--- config.mk ---
export PLATFORM = sky130hd
export DESIGN_NAME = spsm_ctrl
export DESIGN_NICKNAME = d
export VERILOG_FILES = /design/src/hw/rtl/spsm_pkg.sv /design/src/hw/rtl/spsm_ctrl.sv
export SDC_FILE = /design/constraint.sdc
export NUM_CORES = 1
export LEC_CHECK = 0
export BUFFER_PORTS_ARGS = -buffer_cell sky130_fd_sc_hd__buf_2
export CORE_AREA = 2 2 39 41
export CTS_CLUSTER_DIAMETER = 120
export DETAILED_ROUTE_END_ITERATION = 6
export DIE_AREA = 0 0 41 43
export GPL_TIMING_DRIVEN = 1
export PLACE_DENSITY = 0.34
export REMOVE_ABC_BUFFERS = 1
export SLEW_MARGIN = 40
export SYNTH_ARGS = -nofsm -noshare
export SYNTH_HDL_FRONTEND = slang
export SYNTH_SLANG_ARGS = --single-unit
--- constraint.sdc ---
create_clock -name clk -period 1.46 [get_ports clk]
set_input_delay 0.438 -clock clk [delete_from_list [all_inputs] [get_ports clk]]
set_output_delay 0.438 -clock clk [all_outputs]
set_load 0.01 [all_outputs]
--- src/hw/rtl/spsm_pkg.sv ---
// Shared types and constants for the slotted page space manager.
`timescale 1ns / 1ps

package spsm_pkg;

  // Fixed field widths of the request and result
  localparam int OP_W   = 2;
  localparam int SLOT_W = 10;
  localparam int SIZE_W = 13;
  localparam int PAGE_W = 32;

  typedef logic [SLOT_W-1:0] slot_t;
  typedef logic [SIZE_W-1:0] size_t;
  typedef logic [PAGE_W-1:0] page_t;

  // Request operation codes
  typedef enum logic [OP_W-1:0] {
    OP_INSERT = 2'd0,
    OP_GET    = 2'd1,
    OP_DELETE = 2'd2,
    OP_UPDATE = 2'd3
  } op_t;

  // Controller to datapath commands
  typedef struct packed {
    logic capture;  // latch request, launch slot read
    logic commit;   // load result, update page state
  } ctl_cmd_t;

endpackage

--- src/hw/rtl/spsm_ctrl.sv ---
// Request sequencer: handshakes and the two-step request flow.
`timescale 1ns / 1ps

module spsm_ctrl (
  input  logic              clk,
  input  logic              rst_n,
  input  logic              in_valid,
  output logic              in_ready,
  output logic              out_valid,
  input  logic              out_ready,
  output spsm_pkg::ctl_cmd_t cmd
);
  import spsm_pkg::*;

  typedef enum logic [1:0] {
    S_IDLE = 2'b01,
    S_EXEC = 2'b10
  } state_t;

  state_t state_r, state_nxt;
  logic   out_valid_r, out_valid_nxt;
  logic   accept, commit;

  // Output register is free when empty or being drained this cycle
  assign in_ready = (state_r == S_IDLE);
  assign accept   = in_valid && in_ready;
  assign commit   = (state_r == S_EXEC) && (!out_valid_r || out_ready);

  assign cmd.capture = accept;
  assign cmd.commit  = commit;
  assign out_valid   = out_valid_r;

  // Next state
  always_comb begin
    state_nxt = state_r;
    case (state_r)
      S_IDLE: begin
        if (accept) state_nxt = S_EXEC;
      end
      S_EXEC: begin
        if (commit) state_nxt = S_IDLE;
      end
      default: state_nxt = S_IDLE;
    endcase
  end

  // Result valid flag
  always_comb begin
    out_valid_nxt = out_valid_r;
    if (commit) begin
      out_valid_nxt = 1'b1;
    end else if (out_ready) begin
      out_valid_nxt = 1'b0;
    end
  end

  always_ff @(posedge clk) begin
    if (!rst_n) begin
      state_r     <= S_IDLE;
      out_valid_r <= 1'b0;
    end else begin
      state_r     <= state_nxt;
      out_valid_r <= out_valid_nxt;
    end
  end

endmodule

Word level (Yosys, flattened, before mapping)
Index checks and enable logic that the tools add are counted.
Storage, ports and cells
  logic and storage cells: 17
  output and inout bits: 4
  input port bits: 4
  register bits after elaboration: 3
Cells by class
  reductions and logical operators: 6
  equal/unequal tests: 4
  muxes and demuxes: 5
Operator list (count)
  $mux 2: 2
  $pmux 2 s2: 1
  $eq 2x1->1 const B: 1
  $eq 2x2->1 const B: 1
  $logic_and 1x1->1: 2
  $mux 1: 2
  $ne 2x1->1 const B: 1
  $ne 2x2->1 const B: 1
  $reduce_and 2->1: 1
  $reduce_bool 2->1: 1
  $logic_not 1->1: 1
  $logic_or 1x1->1: 1

Depth between registers and ports, before layout
  depth after elaboration: 5
  gate-level depth with buffers: 3
  depth with buffers taken out: 2

Worst setup path after synthesis
OpenSTA, ideal clock, no wires.
  path type: input port to output port
  start: input port out_ready
  end: output port cmd[0] (netlist name)
  stages on the path: 3
  slack: 204 ps
  buffers on the path: 1
  arrival: 818 ps
  required time: 1022 ps
  cell sequence: nand2b_1 -> nor2b_1 -> buf_4
On the way
  longest elaborated chain between the ends: 2
Ends and longest elaborated chain
  from (decl): RTL line spsm_ctrl.sv:10  | input logic out_ready,
  $logic_or 1x1->1: RTL line spsm_ctrl.sv:27  | assign commit = (state_r == S_EXEC) && (!out_valid_r || out_ready);
  $logic_and 1x1->1: RTL line spsm_ctrl.sv:27
  to (decl): RTL line spsm_ctrl.sv:11  | output spsm_pkg::ctl_cmd_t cmd
Every way passes these cells.

==> flow_metrics.env <==
export IMPL_yosys_warning_count=0
export IMPL_floorplan_die_width_um=41
export IMPL_drtAntennaViolNets=0
export IMPL_finalWeightedCongestion=0.5958
export IMPL_post_route_cell_area_um2=207.7
export IMPL_final_layout_size_suffix_gt1_share_pct=43.48
export IMPL_crit_path_max_incr_delay_ns=0.32
export IMPL_antenna_diode_count=0
export IMPL_synth_top_cell_area_share_pct=42.48
export IMPL_power_per_cell_area_mw_per_mm2=1250
export IMPL_post_drt_wl_per_cell_um=7.333
export IMPL_syn_avg_cell_area_um2=10.10
export IMPL_tritoncts_num_buffers=3
export IMPL_routed_via_count=121
export IMPL_routed_vias_inst=3.103
export IMPL_most_frequent_standard_cell_in_the_layout_excluding_fill_and_tap_cells="sky130_fd_sc_hd__buf_2"
export IMPL_design_die_area_mm2=0.001763
export IMPL_sequential_area_share_after_synthesis_pct=42.48
export IMPL_final_nets=28
export IMPL_startpoint_type="register"
export IMPL_core_rowCount=14
export IMPL_placedCellCount=35
export IMPL_setup_slack_after_placement_ns=0.08582
export IMPL_cp_max_fo=4
export IMPL_h_tree_depth=1
export IMPL_detailedPlacementHpwl_um=227.1
export IMPL_timing_setup_tns_ns=0
export IMPL_cts_hold_buffers_added=0
export IMPL_post_route_worst_setup_slack_ns=0.06499
export IMPL_grt_util_all_layers_pct=4.709
export IMPL_post_synth_and_or_nand_nor_area_fraction_pct=32.74
export IMPL_yosysTopAreaCell="sky130_fd_sc_hd__dfxtp_1"
export IMPL_synth_seq_cells=3
export IMPL_final_min_period_over_clock_period_pct=95.55
export IMPL_ys_top_cells_by_area="sky130_fd_sc_hd__dfxtp_1, sky130_fd_sc_hd__buf_4, sky130_fd_sc_hd__and4bb_1"
export IMPL_io_buffers=7
export IMPL_setup_violations_final=0
export IMPL_run_status="finished, final reports clean"
export IMPL_clkSinkCount=3
export IMPL_p_leak_uw=0.00009510
export IMPL_drt_pass1_iter_count=3
export IMPL_clk_path_buf_depth=2
export IMPL_synth_compound_area_share_pct=14.16
export IMPL_finalHoldViolations=0
export IMPL_postCtsSetupBuffers=0
export IMPL_ir_worst_vdd_mv=0.4390
export IMPL_most_common_layout_cells="sky130_fd_sc_hd__buf_2, sky130_fd_sc_hd__clkbuf_4, sky130_fd_sc_hd__dfxtp_1"
export IMPL_die_h_um=43
export IMPL_relative_slew_slack_pct=92.38
export IMPL_grt_ovfl_total=0
export IMPL_required_ns=1.02
export IMPL_critPathCaptureType="output pin"
export IMPL_worstMarginPinSlew_ns=0.1141
export IMPL_max_freq_ghz=0.7168
export IMPL_rsz0062_at_grt="no"
export IMPL_grt_max_degree=5
export IMPL_grt_antenna_before_repair=0
export IMPL_cts_root_buffer_cell="sky130_fd_sc_hd__clkbuf_4"
export IMPL_path_cells="and3b_1, buf_2"
export IMPL_design_portCount=8
export IMPL_maxCapViolations=0
export IMPL_postSynthCellCount=14
export IMPL_synth_cell_types=9
export IMPL_grt_first_pass_wirelength_um=462
export IMPL_worst_setup_hold_path_clk_slew_ns=0.04
export IMPL_post_cts_resized_instances=0
export IMPL_cts_tree="done"
export IMPL_cell_area_after_placement_um2=181.4
export IMPL_grt_pass1_vias=125
export IMPL_layout_cells_non_filler=39
export IMPL_drc_errors=0
export IMPL_timing_hold_worst_class="in2reg"
export IMPL_max_transition_viols_final=0
export IMPL_initial_utilization_pct=10.22
export IMPL_final_min_clock_period_ns=1.395
export IMPL_drt_iter0_markers=3
export IMPL_post_synth_mux_area_share_pct=0
export IMPL_area_growth_synth_to_final_pct=46.90
export IMPL_post_synth_xor_area_fraction_pct=0
export IMPL_timing_critical_path_arrival_ns=0.96
export IMPL_wirelength_um=286
export IMPL_core_mm2=0.001384
export IMPL_criticalPathCategory="reg2out"
export IMPL_clock_network_latency_to_the_later_pin_of_the_worst_skew_pair_ns=0.23
export IMPL_clock_skew_final_ns=0.003627
export IMPL_slowest_stage="sky130_fd_sc_hd__dfxtp_1"
export IMPL_dominant_combinational_cell_family_by_area_after_synthesis="simple AND/OR/NAND/NOR gates"
export IMPL_syn_area_um2=141.4
export IMPL_synth_adder_area_share_pct=0
-- cells in the mapped netlist --
cell                       count
sky130_fd_sc_hd__nor2b_1       2
sky130_fd_sc_hd__o21a_1        1
sky130_fd_sc_hd__dfxtp_1       3
sky130_fd_sc_hd__and3b_1       1
sky130_fd_sc_hd__and4bb_1      1
sky130_fd_sc_hd__buf_4         2
sky130_fd_sc_hd__o21ai_1       1
sky130_fd_sc_hd__nand2b_1      2
sky130_fd_sc_hd__a21boi_1      1
-- power breakdown --
part | internal (uW) | switching [uW] | leakage, uW
Combinational | 13.4 | 10.7 | 0.0000555
Sequential | 86.4 | 2.86 | 0.0000246
Clock | 102 | 43.8 | 0.0000150
Total | 202 | 57.3 | 0.0000951
-- stage by stage --
step | total power [uW] | hold slack (ns) | utilization (%)
global placement | 114.4 | 0.4833 | 13.11
detailed placement | 114.9 | 0.5032 | 13.11
finish | 259.6 | 0.4032 | 15.01
CTS | 268.6 | 0.3957 | 15.01
global route | 279.5 | 0.4047 | 15.01
floorplan | 102.9 | 0.4902 | -
-- logic make-up after synthesis --
family	Yosys count
AOI/OAI and AO/OA	3
and+or+nand+nor	6
buffers and inverters	2
DFF	3
-- final timing paths --
| kind | cells past startpoint | endpoint | slack [ns] | start |
|---|---|---|---|---|
| setup / recovery | 2 | cmd[1] | 0.06 | state_r[1] |
| hold / removal | 2 | state_r[0] | 0.40 | rst_n |
| setup reg to reg | 2 | state_r[1] | 0.62 | state_r[1] |
| hold reg to reg | 2 | out_valid | 0.51 | out_valid |
-- registers in the layout, summed over array words and instances (netlist names) --
signal / flops
state_r: 2
out_valid: 1
-- worst max-delay path, delay by kind of cell (launching register included) --
| family | cells | cell delay (ns) |
|---|---|---|
| and+or+nand+nor | 1 | 0.26 |
| DFF | 1 | 0.32 |
| buffers and inverters | 1 | 0.15 |
-- area by class of cell --
class                      instances  area, um2
clock buffer                       4      26.28
fill                             158       1176
multi-input combinational          9      66.31
sequential                         3      60.06
tap                               16      20.02
timing repair buffer               7      35.03
-- routing by layer --
layer  wire length, um  global-route usage, %  up-vias
met1               162                  5.431       47
met2                85                  3.750        7
met5                 0                      0        -
met4                 0                  2.000        0
li1                  -                      -       67
met3                38                  7.853        0
(Power assumes the default switching activity.)
